===== config.mk =====
export PLATFORM = sky130hd
export DESIGN_NAME = thermostat_relay_with_led_scan_unit
export DESIGN_NICKNAME = d
export VERILOG_FILES = /design/src/trs_pkg.sv /design/src/trs_digits.sv /design/src/thermostat_relay_with_led_scan_unit.sv
export VERILOG_INCLUDE_DIRS = /design/src /design/src/src
export SDC_FILE = /design/constraint.sdc
export NUM_CORES = 1
export LEC_CHECK = 0
export BUFFER_PORTS_ARGS = -buffer_cell sky130_fd_sc_hd__buf_2
export CORE_UTILIZATION = 55
export CTS_CLUSTER_DIAMETER = 80
export DETAILED_ROUTE_END_ITERATION = 10
export GPL_TIMING_DRIVEN = 0
export PLACE_DENSITY = 0.74
export SLEW_MARGIN = 20
export SYNTH_ARGS = -nofsm -noshare
export SYNTH_HDL_FRONTEND = slang
export SYNTH_SLANG_ARGS = --single-unit

===== constraint.sdc =====
create_clock -name clk -period 20.3 [get_ports clk]
set_input_delay 1.015 -clock clk [delete_from_list [all_inputs] [get_ports clk]]
set_output_delay 1.015 -clock clk [all_outputs]
set_load 0.1 [all_outputs]

===== src/thermostat_relay_with_led_scan_unit_defines.svh =====
// Assertion macros shared by the thermostat relay and LED scan RTL.
`ifndef THERMOSTAT_RELAY_WITH_LED_SCAN_UNIT_DEFINES_SVH
`define THERMOSTAT_RELAY_WITH_LED_SCAN_UNIT_DEFINES_SVH

// Same-cycle implication, checked outside reset.
`define TRS_ASSERT_NOW(label, ante, cons) \
    label: assert property (@(posedge clk) disable iff (!rst_n) (ante) |-> (cons)) \
        else $error("same-cycle check failed");

// Next-cycle implication, checked outside reset.
`define TRS_ASSERT_NEXT(label, ante, cons) \
    label: assert property (@(posedge clk) disable iff (!rst_n) (ante) |=> (cons)) \
        else $error("next-cycle check failed");

`endif


===== src/trs_pkg.sv =====
// Types and constants of the thermostat relay and LED scan unit.
package trs_pkg;

    localparam int TEMP_W      = 11;
    localparam int SEG_W       = 8;
    localparam int DIGIT_W     = 3;
    localparam int CFG_INDEX_W = 2;

    // Register indexes on the configuration port
    localparam logic [CFG_INDEX_W-1:0] REG_LOW_THRESHOLD  = 2'd0;
    localparam logic [CFG_INDEX_W-1:0] REG_HIGH_THRESHOLD = 2'd1;

    localparam logic [TEMP_W-1:0] LOW_THRESHOLD_RESET  = 11'd200;
    localparam logic [TEMP_W-1:0] HIGH_THRESHOLD_RESET = 11'd220;

    // Input word modes
    localparam logic MODE_TICK    = 1'b0;
    localparam logic MODE_READING = 1'b1;

    // Scan positions
    localparam logic [1:0] SCAN_HUNDREDS = 2'd0;
    localparam logic [1:0] SCAN_TENS     = 2'd1;
    localparam logic [1:0] SCAN_UNITS    = 2'd2;
    localparam logic [1:0] SCAN_STRAY    = 2'd3;

    localparam logic [SEG_W-1:0] DP_BIT = 8'h80;

    // Three decimal digits of the shown value modulo 1000
    typedef struct packed {
        logic [3:0] hundreds;
        logic [3:0] tens;
        logic [3:0] units;
    } bcd3_t;

    // Seven-segment pattern, segments a..g in bits 0..6
    function automatic logic [SEG_W-1:0] seg_pattern(input logic [3:0] digit);
        logic [SEG_W-1:0] pat;
        case (digit)
            4'd0:    pat = 8'h3F;
            4'd1:    pat = 8'h06;
            4'd2:    pat = 8'h5B;
            4'd3:    pat = 8'h4F;
            4'd4:    pat = 8'h66;
            4'd5:    pat = 8'h6D;
            4'd6:    pat = 8'h7D;
            4'd7:    pat = 8'h07;
            4'd8:    pat = 8'h7F;
            4'd9:    pat = 8'h6F;
            default: pat = 8'h00;
        endcase
        return pat;
    endfunction

endpackage


===== src/trs_digits.sv =====
// Splits an 11-bit value modulo 1000 into three decimal digits.
module trs_digits
    import trs_pkg::*;
(
    input  logic [TEMP_W-1:0] value,
    output bcd3_t             digits
);

    logic [9:0]  mod_val;
    logic [15:0] hund_prod;
    logic [3:0]  hund;
    logic [6:0]  rem_val;
    logic [14:0] tens_prod;
    logic [3:0]  tens;

    // Value modulo 1000: value never reaches 3000
    always_comb
    begin
        if (value >= 11'd2000)
            mod_val = 10'(value - 11'd2000);
        else if (value >= 11'd1000)
            mod_val = 10'(value - 11'd1000);
        else
            mod_val = value[9:0];
    end

    // Divide by 100 as multiply by 41/4096, exact below 1000
    assign hund_prod = 16'(mod_val) * 16'd41;
    assign hund      = hund_prod[15:12];
    assign rem_val   = 7'(10'(mod_val) - 10'(hund) * 10'd100);

    // Divide by 10 as multiply by 205/2048, exact below 100
    assign tens_prod = 15'(rem_val) * 15'd205;
    assign tens      = tens_prod[14:11];

    always_comb
    begin
        digits.hundreds = hund;
        digits.tens     = tens;
        digits.units    = 4'(7'(rem_val) - 7'(tens) * 7'd10);
    end

endmodule


===== src/thermostat_relay_with_led_scan_unit.sv =====
// Top level of the thermostat relay and LED scan unit.
//
// Input channel (in_valid/in_ready) carries one word: mode and reading.
// A reading word (mode 1) stores the value for display and updates the
// relay with hysteresis: on below low_threshold, off above high_threshold.
// A tick word (mode 0) drives one digit of the shown value modulo 1000
// (hundreds, tens with decimal point, units) and advances the scan.
// Every input word yields exactly one result word on out_valid/out_ready.
// Configuration port (cfg_valid/cfg_ready, cfg_index, cfg_data) is always
// ready; index 0 is low_threshold, 1 is high_threshold, others ignored.
// The result is registered: it goes to the output register, or to the skid register while the receiver stalls.
// Throughput: one word per cycle while the skid register is empty; the digit decode and
// state update between the input handshake and the output register are combinational.
// When the receiver stalls, one more word is held in a skid register;
// in_ready drops only while that skid register is full.
// Reset: thresholds 200 and 220, scan position 0, shown value 0, relay
// off, output and skid registers empty.
`include "thermostat_relay_with_led_scan_unit_defines.svh"

module thermostat_relay_with_led_scan_unit
    import trs_pkg::*;
(
    input  logic                   clk,
    input  logic                   rst_n,
    input  logic                   cfg_valid,
    output logic                   cfg_ready,
    input  logic [CFG_INDEX_W-1:0] cfg_index,
    input  logic [TEMP_W-1:0]      cfg_data,
    input  logic                   in_valid,
    output logic                   in_ready,
    input  logic                   mode,
    input  logic [TEMP_W-1:0]      reading,
    output logic                   out_valid,
    input  logic                   out_ready,
    output logic [SEG_W-1:0]       segments,
    output logic [DIGIT_W-1:0]     digit_enable,
    output logic                   relay_on
);

    logic [TEMP_W-1:0]  low_thr_reg;
    logic [TEMP_W-1:0]  high_thr_reg;
    logic [1:0]         scan_pos_reg;
    logic [1:0]         scan_pos_next;
    logic [TEMP_W-1:0]  shown_reg;
    logic [TEMP_W-1:0]  shown_next;
    logic               relay_reg;
    logic               relay_next;

    logic               out_valid_reg;
    logic [SEG_W-1:0]   out_seg_reg;
    logic [DIGIT_W-1:0] out_en_reg;
    logic               out_relay_reg;
    logic               skid_valid_reg;
    logic [SEG_W-1:0]   skid_seg_reg;
    logic [DIGIT_W-1:0] skid_en_reg;
    logic               skid_relay_reg;

    logic               in_fire;
    logic               out_fire;
    bcd3_t              digits;
    logic [SEG_W-1:0]   res_seg;
    logic [DIGIT_W-1:0] res_en;

    assign cfg_ready = 1'b1;
    assign in_ready  = !skid_valid_reg;
    assign in_fire   = in_valid && in_ready;
    assign out_fire  = out_valid_reg && out_ready;

    trs_digits u_digits
    (
        .value  (shown_reg),
        .digits (digits)
    );

    // Per-word result and next state
    always_comb
    begin
        scan_pos_next = scan_pos_reg;
        shown_next    = shown_reg;
        relay_next    = relay_reg;
        res_seg       = '0;
        res_en        = '0;
        if (mode == MODE_READING)
        begin
            shown_next = reading;
            if (reading < low_thr_reg)
                relay_next = 1'b1;
            else if (reading > high_thr_reg)
                relay_next = 1'b0;
        end
        else
        begin
            case (scan_pos_reg)
                SCAN_HUNDREDS:
                begin
                    res_seg = seg_pattern(digits.hundreds);
                    res_en  = 3'b001;
                end
                SCAN_TENS:
                begin
                    res_seg = seg_pattern(digits.tens) | DP_BIT;
                    res_en  = 3'b010;
                end
                SCAN_UNITS:
                begin
                    res_seg = seg_pattern(digits.units);
                    res_en  = 3'b100;
                end
                default:
                begin
                    res_seg = '0;
                    res_en  = '0;
                end
            endcase
            scan_pos_next = (scan_pos_reg >= SCAN_UNITS) ? SCAN_HUNDREDS
                                                         : 2'(scan_pos_reg + 2'd1);
        end
    end

    // Configuration registers
    always_ff @(posedge clk or negedge rst_n)
    begin
        if (!rst_n)
        begin
            low_thr_reg  <= LOW_THRESHOLD_RESET;
            high_thr_reg <= HIGH_THRESHOLD_RESET;
        end
        else if (cfg_valid)
        begin
            case (cfg_index)
                REG_LOW_THRESHOLD:  low_thr_reg  <= cfg_data;
                REG_HIGH_THRESHOLD: high_thr_reg <= cfg_data;
                default:            ;
            endcase
        end
    end

    // Block state
    always_ff @(posedge clk or negedge rst_n)
    begin
        if (!rst_n)
        begin
            scan_pos_reg <= SCAN_HUNDREDS;
            shown_reg    <= '0;
            relay_reg    <= 1'b0;
        end
        else if (in_fire)
        begin
            scan_pos_reg <= scan_pos_next;
            shown_reg    <= shown_next;
            relay_reg    <= relay_next;
        end
    end

    // Output register and skid stage: control
    always_ff @(posedge clk or negedge rst_n)
    begin
        if (!rst_n)
        begin
            out_valid_reg  <= 1'b0;
            skid_valid_reg <= 1'b0;
        end
        else if (in_fire)
        begin
            if (out_valid_reg && !out_ready)
                skid_valid_reg <= 1'b1;
            out_valid_reg <= 1'b1;
        end
        else if (out_fire)
        begin
            if (skid_valid_reg)
                skid_valid_reg <= 1'b0;
            else
                out_valid_reg <= 1'b0;
        end
    end

    // Output register and skid stage: payload
    always_ff @(posedge clk)
    begin
        if (in_fire)
        begin
            if (!out_valid_reg || out_ready)
            begin
                out_seg_reg   <= res_seg;
                out_en_reg    <= res_en;
                out_relay_reg <= relay_next;
            end
            else
            begin
                skid_seg_reg   <= res_seg;
                skid_en_reg    <= res_en;
                skid_relay_reg <= relay_next;
            end
        end
        else if (out_fire && skid_valid_reg)
        begin
            out_seg_reg   <= skid_seg_reg;
            out_en_reg    <= skid_en_reg;
            out_relay_reg <= skid_relay_reg;
        end
    end

    assign out_valid    = out_valid_reg;
    assign segments     = out_seg_reg;
    assign digit_enable = out_en_reg;
    assign relay_on     = out_relay_reg;

    // Checks
    `TRS_ASSERT_NOW(a_skid_needs_out, skid_valid_reg, out_valid_reg)
    `TRS_ASSERT_NOW(a_no_stray_scan, 1'b1, scan_pos_reg != SCAN_STRAY)
    `TRS_ASSERT_NEXT(a_scan_wraps,
        in_fire && mode == MODE_TICK && scan_pos_reg == SCAN_UNITS,
        scan_pos_reg == SCAN_HUNDREDS)
    `TRS_ASSERT_NEXT(a_relay_on_low,
        in_fire && mode == MODE_READING && reading < low_thr_reg,
        relay_reg)
    `TRS_ASSERT_NEXT(a_skid_on_stall,
        in_fire && out_valid_reg && !out_ready,
        skid_valid_reg && !in_ready)

endmodule

### After elaboration in Yosys (flattened, before gate mapping)

Memories as Yosys holds them, arrays and structs flattened.
Index checks and enable logic that the tools add are counted.

| storage, ports and cells | value |
|---|---|
| ROM bits | 336 |
| bits in registers | 62 |
| bits of input ports | 30 |
| memories kept | 3 |
| output and inout port bits | 15 |
| logic and storage cells | 83 |

Memory list:

| memory | depth | bits a word | rd ports | clocked after Yosys merged registers in | write ports | line | source |
|---|---|---|---|---|---|---|---|
| (no name shown) | 16 | 7 | 1 | 0 | 0 | trs_pkg.sv:38 | `case (digit)` |
| (no name shown) | 16 | 7 | 1 | 0 | 0 | trs_pkg.sv:38 |  |
| (no name shown) | 16 | 7 | 1 | 0 | 0 | trs_pkg.sv:38 |  |

| cells by class | value |
|---|---|
| eq/ne operators | 6 |
| bitwise gates (word level) | 2 |
| mux-type cells | 25 |
| add/sub/neg operators | 5 |
| $mul | 4 |
| order comparisons | 5 |
| reductions and logical operators | 20 |

Operators by type and width:

| operator | number |
|---|---|
| 8-bit two-way mux | 4 |
| 8-bit case mux with 3 select lines | 1 |
| 10-bit two-way mux | 2 |
| 10-bit subtractor, second input constant | 2 |
| 10-bit by 6-bit multiplier with 16-bit output, second input constant | 1 |
| 2-bit AND reduction | 8 |
| 7-bit by 8-bit multiplier with 15-bit output, second input constant | 1 |
| 1-bit two-way mux | 12 |
| 3-bit two-way mux | 4 |
| 11-bit by 10-bit >= comparator with 1-bit output, second input constant | 1 |
| 11-bit >= comparator, second input constant | 1 |
| 11-bit > comparator | 1 |
| 11-bit < comparator | 1 |
| 3-bit case mux with 3 select lines | 1 |
| 7-bit subtractor | 1 |
| 2-bit by 1-bit inequality test with 1-bit output, second input constant | 3 |
| 4-bit by 5-bit multiplier with 5-bit output, second input constant | 1 |
| 2-bit by 1-bit == test with 1-bit output, second input constant | 2 |
| 1-bit logical AND | 4 |
| 2-bit zero test | 2 |
| 4-bit by 3-bit multiplier with 3-bit output, second input constant | 1 |
| 2-bit nonzero test | 2 |
| 4-bit subtractor | 1 |
| 1-bit zero test | 3 |
| other kinds (6) | 7 |

### Depth between registers and ports, before layout

An unclocked memory read counts as a cell.

| logic depth | value |
|---|---|
| depth after elaboration | 14 |
| depth in mapped cells | 48 |
| depth with buffers taken out | 48 |

### Hierarchy

A second synthesis with hierarchy kept.

| second synthesis, totals | value |
|---|---|
| cells, all modules | 576 |
| area, all modules | 5670.4 um^2 |

By module, submodules not included:

| module | instances | cells an instance | area each (um^2) | seq. area each (um^2) |
|---|---|---|---|---|
| thermostat_relay_with_led_scan_unit | 1 | 323 | 3404.5 | 1621.6 |
| trs_digits | 1 | 253 | 2265.9 | 0.0 |

### Least setup slack after synthesis

No wires, ideal clock.

| timing | value |
|---|---|
| kind | flip-flop to flip-flop |
| from | register shown_reg[4] |
| to | register out_seg_reg[0], in the netlist segments[0], data pin |
| clock period less this slack | 10.603 ns |
| data arrival time | 10.458 ns |
| setup slack | 9.697 ns |
| buffers on the path | 0 |
| setup time | 0.145 ns |
| cell stages (with the launch flop) | 47 |
| data required time | 20.155 ns |
| path through | dfrtp_1 > inv_1 > ha_1 > nand2b_1 > a21oi_1 > or2_2 > inv_1 > nand2_1 > a31oi_1 > inv_1 > ha_1 > inv_1 > fa_1 > inv_1 > ha_1 > ha_1 > nand4_1 > nor3_1 > (+11 left out) > inv_1 > fa_1 > inv_1 > ha_1 > a21o_1 > a21oi_1 > o21ai_0 > xnor2_1 > inv_1 > ha_1 > fa_1 > xnor2_1 > xor2_1 > a21oi_1 > or4_1 > o2111ai_1 > nor3_1 > o21ai_1 |

| on the way | value |
|---|---|
| cells in the longest elaborated chain, start to end | 14 |
| elaborated cells between the ends (all ways) | 19 |
| those cells by class | add/sub (4); mul (4); order compare (2); mux (6); memory (3) |

RTL lines:

| item | line | source |
|---|---|---|
| start: declaration | thermostat_relay_with_led_scan_unit.sv:44 | `logic [TEMP_W-1:0] shown_reg;` |
| start signal: assignment | thermostat_relay_with_led_scan_unit.sv:150 | `shown_reg <= shown_next;` |
| 10-bit subtractor or 11-bit by 10-bit >= comparator with 1-bit output (tied branches) | trs_digits.sv:22, trs_digits.sv:21 |  |
| 10-bit two-way mux | trs_digits.sv:21 | `else if (value >= 11'd1000)` |
| 10-bit two-way mux (*) | trs_digits.sv:19 | `if (value >= 11'd2000)` |
| 10-bit by 6-bit multiplier with 16-bit output | trs_digits.sv:28 | `assign hund_prod = 16'(mod_val) * 16'd41;` |
| 4-bit by 5-bit multiplier with 5-bit output | trs_digits.sv:30 | `assign rem_val = 7'(10'(mod_val) - 10'(hund) * 10'd100);` |
| 7-bit subtractor | trs_digits.sv:30 |  |
| 7-bit by 8-bit multiplier with 15-bit output | trs_digits.sv:33 | `assign tens_prod = 15'(rem_val) * 15'd205;` |
| 4-bit by 3-bit multiplier with 3-bit output | trs_digits.sv:40 | `digits.units = 4'(7'(rem_val) - 7'(tens) * 7'd10);` |
| 4-bit subtractor | trs_digits.sv:40 |  |
| memory read 16 x 7 bit | n/a |  |
| 8-bit case mux with 3 select lines (*) | thermostat_relay_with_led_scan_unit.sv:93 | `case (scan_pos_reg)` |
| 8-bit two-way mux (*) | thermostat_relay_with_led_scan_unit.sv:83 | `if (mode == MODE_READING)` |
| 8-bit two-way mux (*) | thermostat_relay_with_led_scan_unit.sv:183 | `if (!out_valid_reg \|\| out_ready)` |
| 8-bit two-way mux (*) | thermostat_relay_with_led_scan_unit.sv:181 | `if (in_fire)` |
| end signal: assignment | thermostat_relay_with_led_scan_unit.sv:185 | `out_seg_reg <= res_seg;` |
| end signal: assignment | thermostat_relay_with_led_scan_unit.sv:198 | `out_seg_reg <= skid_seg_reg;` |
| end: declaration | thermostat_relay_with_led_scan_unit.sv:50 | `logic [SEG_W-1:0] out_seg_reg;` |

Every way passes the cells marked *; elsewhere a longest branch is shown, timed or not. The select of a mux whose other input is x is not followed.
A chain may end at the register's enable or synchronous reset.

### Final worst setup path

| timing | value |
|---|---|
| from | register shown_reg[3] |
| to | register out_seg_reg[5], in the netlist segments[5], data pin |

The elaborated chain is that of the path after synthesis.

==> impl_metrics.py <==
metrics = {
    "status": {
        "status": "completed",
    },
    "placed_design": {
        "hpwl_mm": 9.94,
        "place.gp.congestion": 0.863,
        "io_buffers": 42,
        "placed_cell_area_um2": 6200,
    },
    "clocking": {
        "cts_tree": "done",
        "clkSlewWorstSetupHoldPaths_ps": 70,
        "cts_hold_buf": 0,
        "clockBufferDepth": 2,
        "cts_root_buf": "clkbuf_8",
        "clk_latency_ps": 340,
        "h-tree-depth": 3,
        "post_cts_resized": 0,
        "post_cts_buffers": 0,
        "cts_sinks": 60,
        "numCtsBuffers": 9,
    },
    "min_path": {
        "hold_depth": 2,
        "hold_path.class": "reg2reg",
    },
    "timing": {
        "worstMarginPinSlew_ps": 957,
        "period_share": 0.608,
        "grt_setup_unrepaired": "no",
        "fin_crit_ps": 12340,
        "slew_headroom": 0.360,
        "hold_viol": 0,
        "fin_setup_tns_ps": 0,
        "maxSlewViolCount": 0,
        "setup_viol": 0,
        "clock_skew_ps": 5.51,
        "clock.fmax_ghz": 0.0810,
    },
    "critical_path": {
        "worstSetupPathType": "reg2reg",
        "worstRegToRegCells": 46,
        "cpMostUsedCell": "inv_1",
        "cp-start-kind": "flop",
        "crit_required_ps": 20490,
        "cpMaxStageDelayCell": "a2111oi_0",
        "critPathCaptureType": "flop",
        "slowest_delay_ps": 730,
        "critPathMaxFanout": 7,
        "crit_arrival_ps": 12530,
    },
    "cells_and_area": {
        "n_antenna_cell": 0,
        "num-fill-cells": 879,
        "fin_area_um2": 6440,
        "syn_to_final_growth_pct": 10.6,
        "drive_gt1_frac": 0.164,
        "nNetsFinal": 814,
    },
    "routing": {
        "drtIter0Drc": 292,
        "drc": 0,
        "vias": 4625,
        "wl_mm": 12.4,
        "ant_nets": 0,
        "routedWlPerCell_um": 15.5,
        "via_per_inst": 5.78,
        "dr.pass1.iters": 5,
    },
    "yosys": {
        "ys.flop_type": "dfrtp_1",
        "post_synth_num_cell_types": 68,
        "synth.top_cell.area_share": 0.239,
        "yosys_register_bits": 60,
        "synthArstFlopShare": 0.633,
        "synth_top_cells_by_area": "ha_1 24%, dfrtp_1 13%, edfxtp_1 11%",
        "syn-mean-instance-area_um2": 9.60,
        "yosysMostFrequentCell": "ha_1",
        "yosys-top-cells-count": "111 x ha_1, 77 x inv_1, 51 x nand2_1",
        "synthCells": 606,
        "seq_area_frac_synth": 0.279,
        "yosys_warnings": 0,
        "mappedNetlistNets": 761,
        "synth_edf_count": 22,
        "syn-cell-area_um2": 5820,
        "yosysTopAreaCell": "ha_1",
    },
    "die": {
        "core-area_um2": 10300,
        "die_y_um": 105,
        "die_w_um": 105,
        "std_cell_rows": 37,
        "start_util": 0.566,
        "pin_count": 45,
        "die-area_um2": 11000,
    },
    "grt": {
        "grt_pass1_wl_mm": 21.1,
        "use_met1": 0.286,
        "met3_usage": 0.0430,
        "grt-ovfl-total": 0,
        "busiest_layer": "met2",
        "grt_max_degree": 39,
        "grt.total_usage": 0.238,
        "antenna_found_initial": 0,
        "grtUsageMet2": 0.428,
        "grt_pass1_vias": 4818,
    },
    "job": {
        "drv_cap": 0,
    },
}
==> per-layer routing <==
layer / vias to the layer above / part of all wire
met5: - / 0
met4: 0 / 0.020
met3: 26 / 0.042
met2: 110 / 0.51
met1: 2217 / 0.43
li1: 2272 / -
==> worst paths after layout <==
| path | startpoint | slack, ps | endpoint |
|---|---|---|---|
| hold / removal | low_thr_reg[3]$_DFFE_PN1P_ | 510 | low_thr_reg[3]$_DFFE_PN1P_ |
| setup reg to reg | shown_reg[3]$_DFFE_PN0P_ | 7960 | segments[5]$_DFFE_PP_ |
| hold reg to reg | low_thr_reg[3]$_DFFE_PN1P_ | 510 | low_thr_reg[3]$_DFFE_PN1P_ |
| max in group asynchronous | rst_n | 18990 | high_thr_reg[8]$_DFFE_PN0P_ |
| min in group asynchronous | rst_n | 770 | out_valid$_DFFE_PN0P_ |
| setup / recovery | shown_reg[3]$_DFFE_PN0P_ | 7960 | segments[5]$_DFFE_PP_ |
==> cells in the final DEF (no fill, tap or decap), types with 3 or more instances in the layout <==
cell type and n:
a211oi_1 5, a211oi_2 3, a21o_1 13, a21oi_1 28, a31oi_1 6, and2_1 5
and3_1 4, buf_2 42, bufinv_16 3, clkbuf_1 10, clkbuf_8 9, dfrtp_1 30
dfstp_2 8, edfxtp_1 22, fa_1 14, ha_1 111, inv_1 77, mux2_2 25
nand2_1 51, nand2b_1 6, nand3_1 13, nand4_1 10, nand4b_1 3, nor2_1 26
nor2b_1 6, nor3_1 14, o2111ai_1 4, o211ai_1 3, o21a_1 5, o21ai_0 24
o21ai_1 5, o21bai_1 3, or4_1 5, xnor2_1 17, xor2_1 7
==> area by class of cell <==
class,instances,area [µm²],share of cell area
buffer,13,56.3,0.00874
clock buffer,9,124,0.0192
clock inverter,7,115,0.0179
inverter,77,289,0.0449
multi-input combinational,456,3850,0.598
sequential,60,1620,0.252
tap,136,170,0.0264
timing repair buffer,42,210,0.0326
==> per-stage QoR <==
step / hold slack (ps) / util / worst slack (ps) / instances
CTS: 516 / 0.627 / 7990 / 800
floorplan: 478 / - / 9700 / 606
detailed placement: 493 / 0.603 / 8060 / 784
global route: 541 / 0.627 / 7150 / 800
finish: 513 / 0.627 / 7960 / 800
global placement: 490 / 0.603 / 8370 / 784
==> critical path, delay by kind of cell, from the launching register on <==
kind | cells | cell delay (ps)
XOR/XNOR | 4 | 1010
adder cells (fa/ha/maj) | 13 | 4590
multiplexers | 1 | 330
AND/OR/NAND/NOR | 6 | 1240
flip-flops | 1 | 490
buffers and inverters | 9 | 900
AO/OA/AOI/OAI | 13 | 3590
==> logic make-up (layout without fill, tap and decap cells) <==
logic type,after synthesis,in the layout,share of synthesized area
compound gates,121,121,0.147
mux,27,27,0.0527
simple gates,157,157,0.136
buf+inv,90,148,0.0593
fa+ha+maj,125,125,0.287
other cells,1,1,0.000644
flops,60,60,0.279
xor+xnor,25,25,0.0389
Power is not shown: default switching activity piles up to over one toggle a cycle in this logic, so the estimate is an artifact.
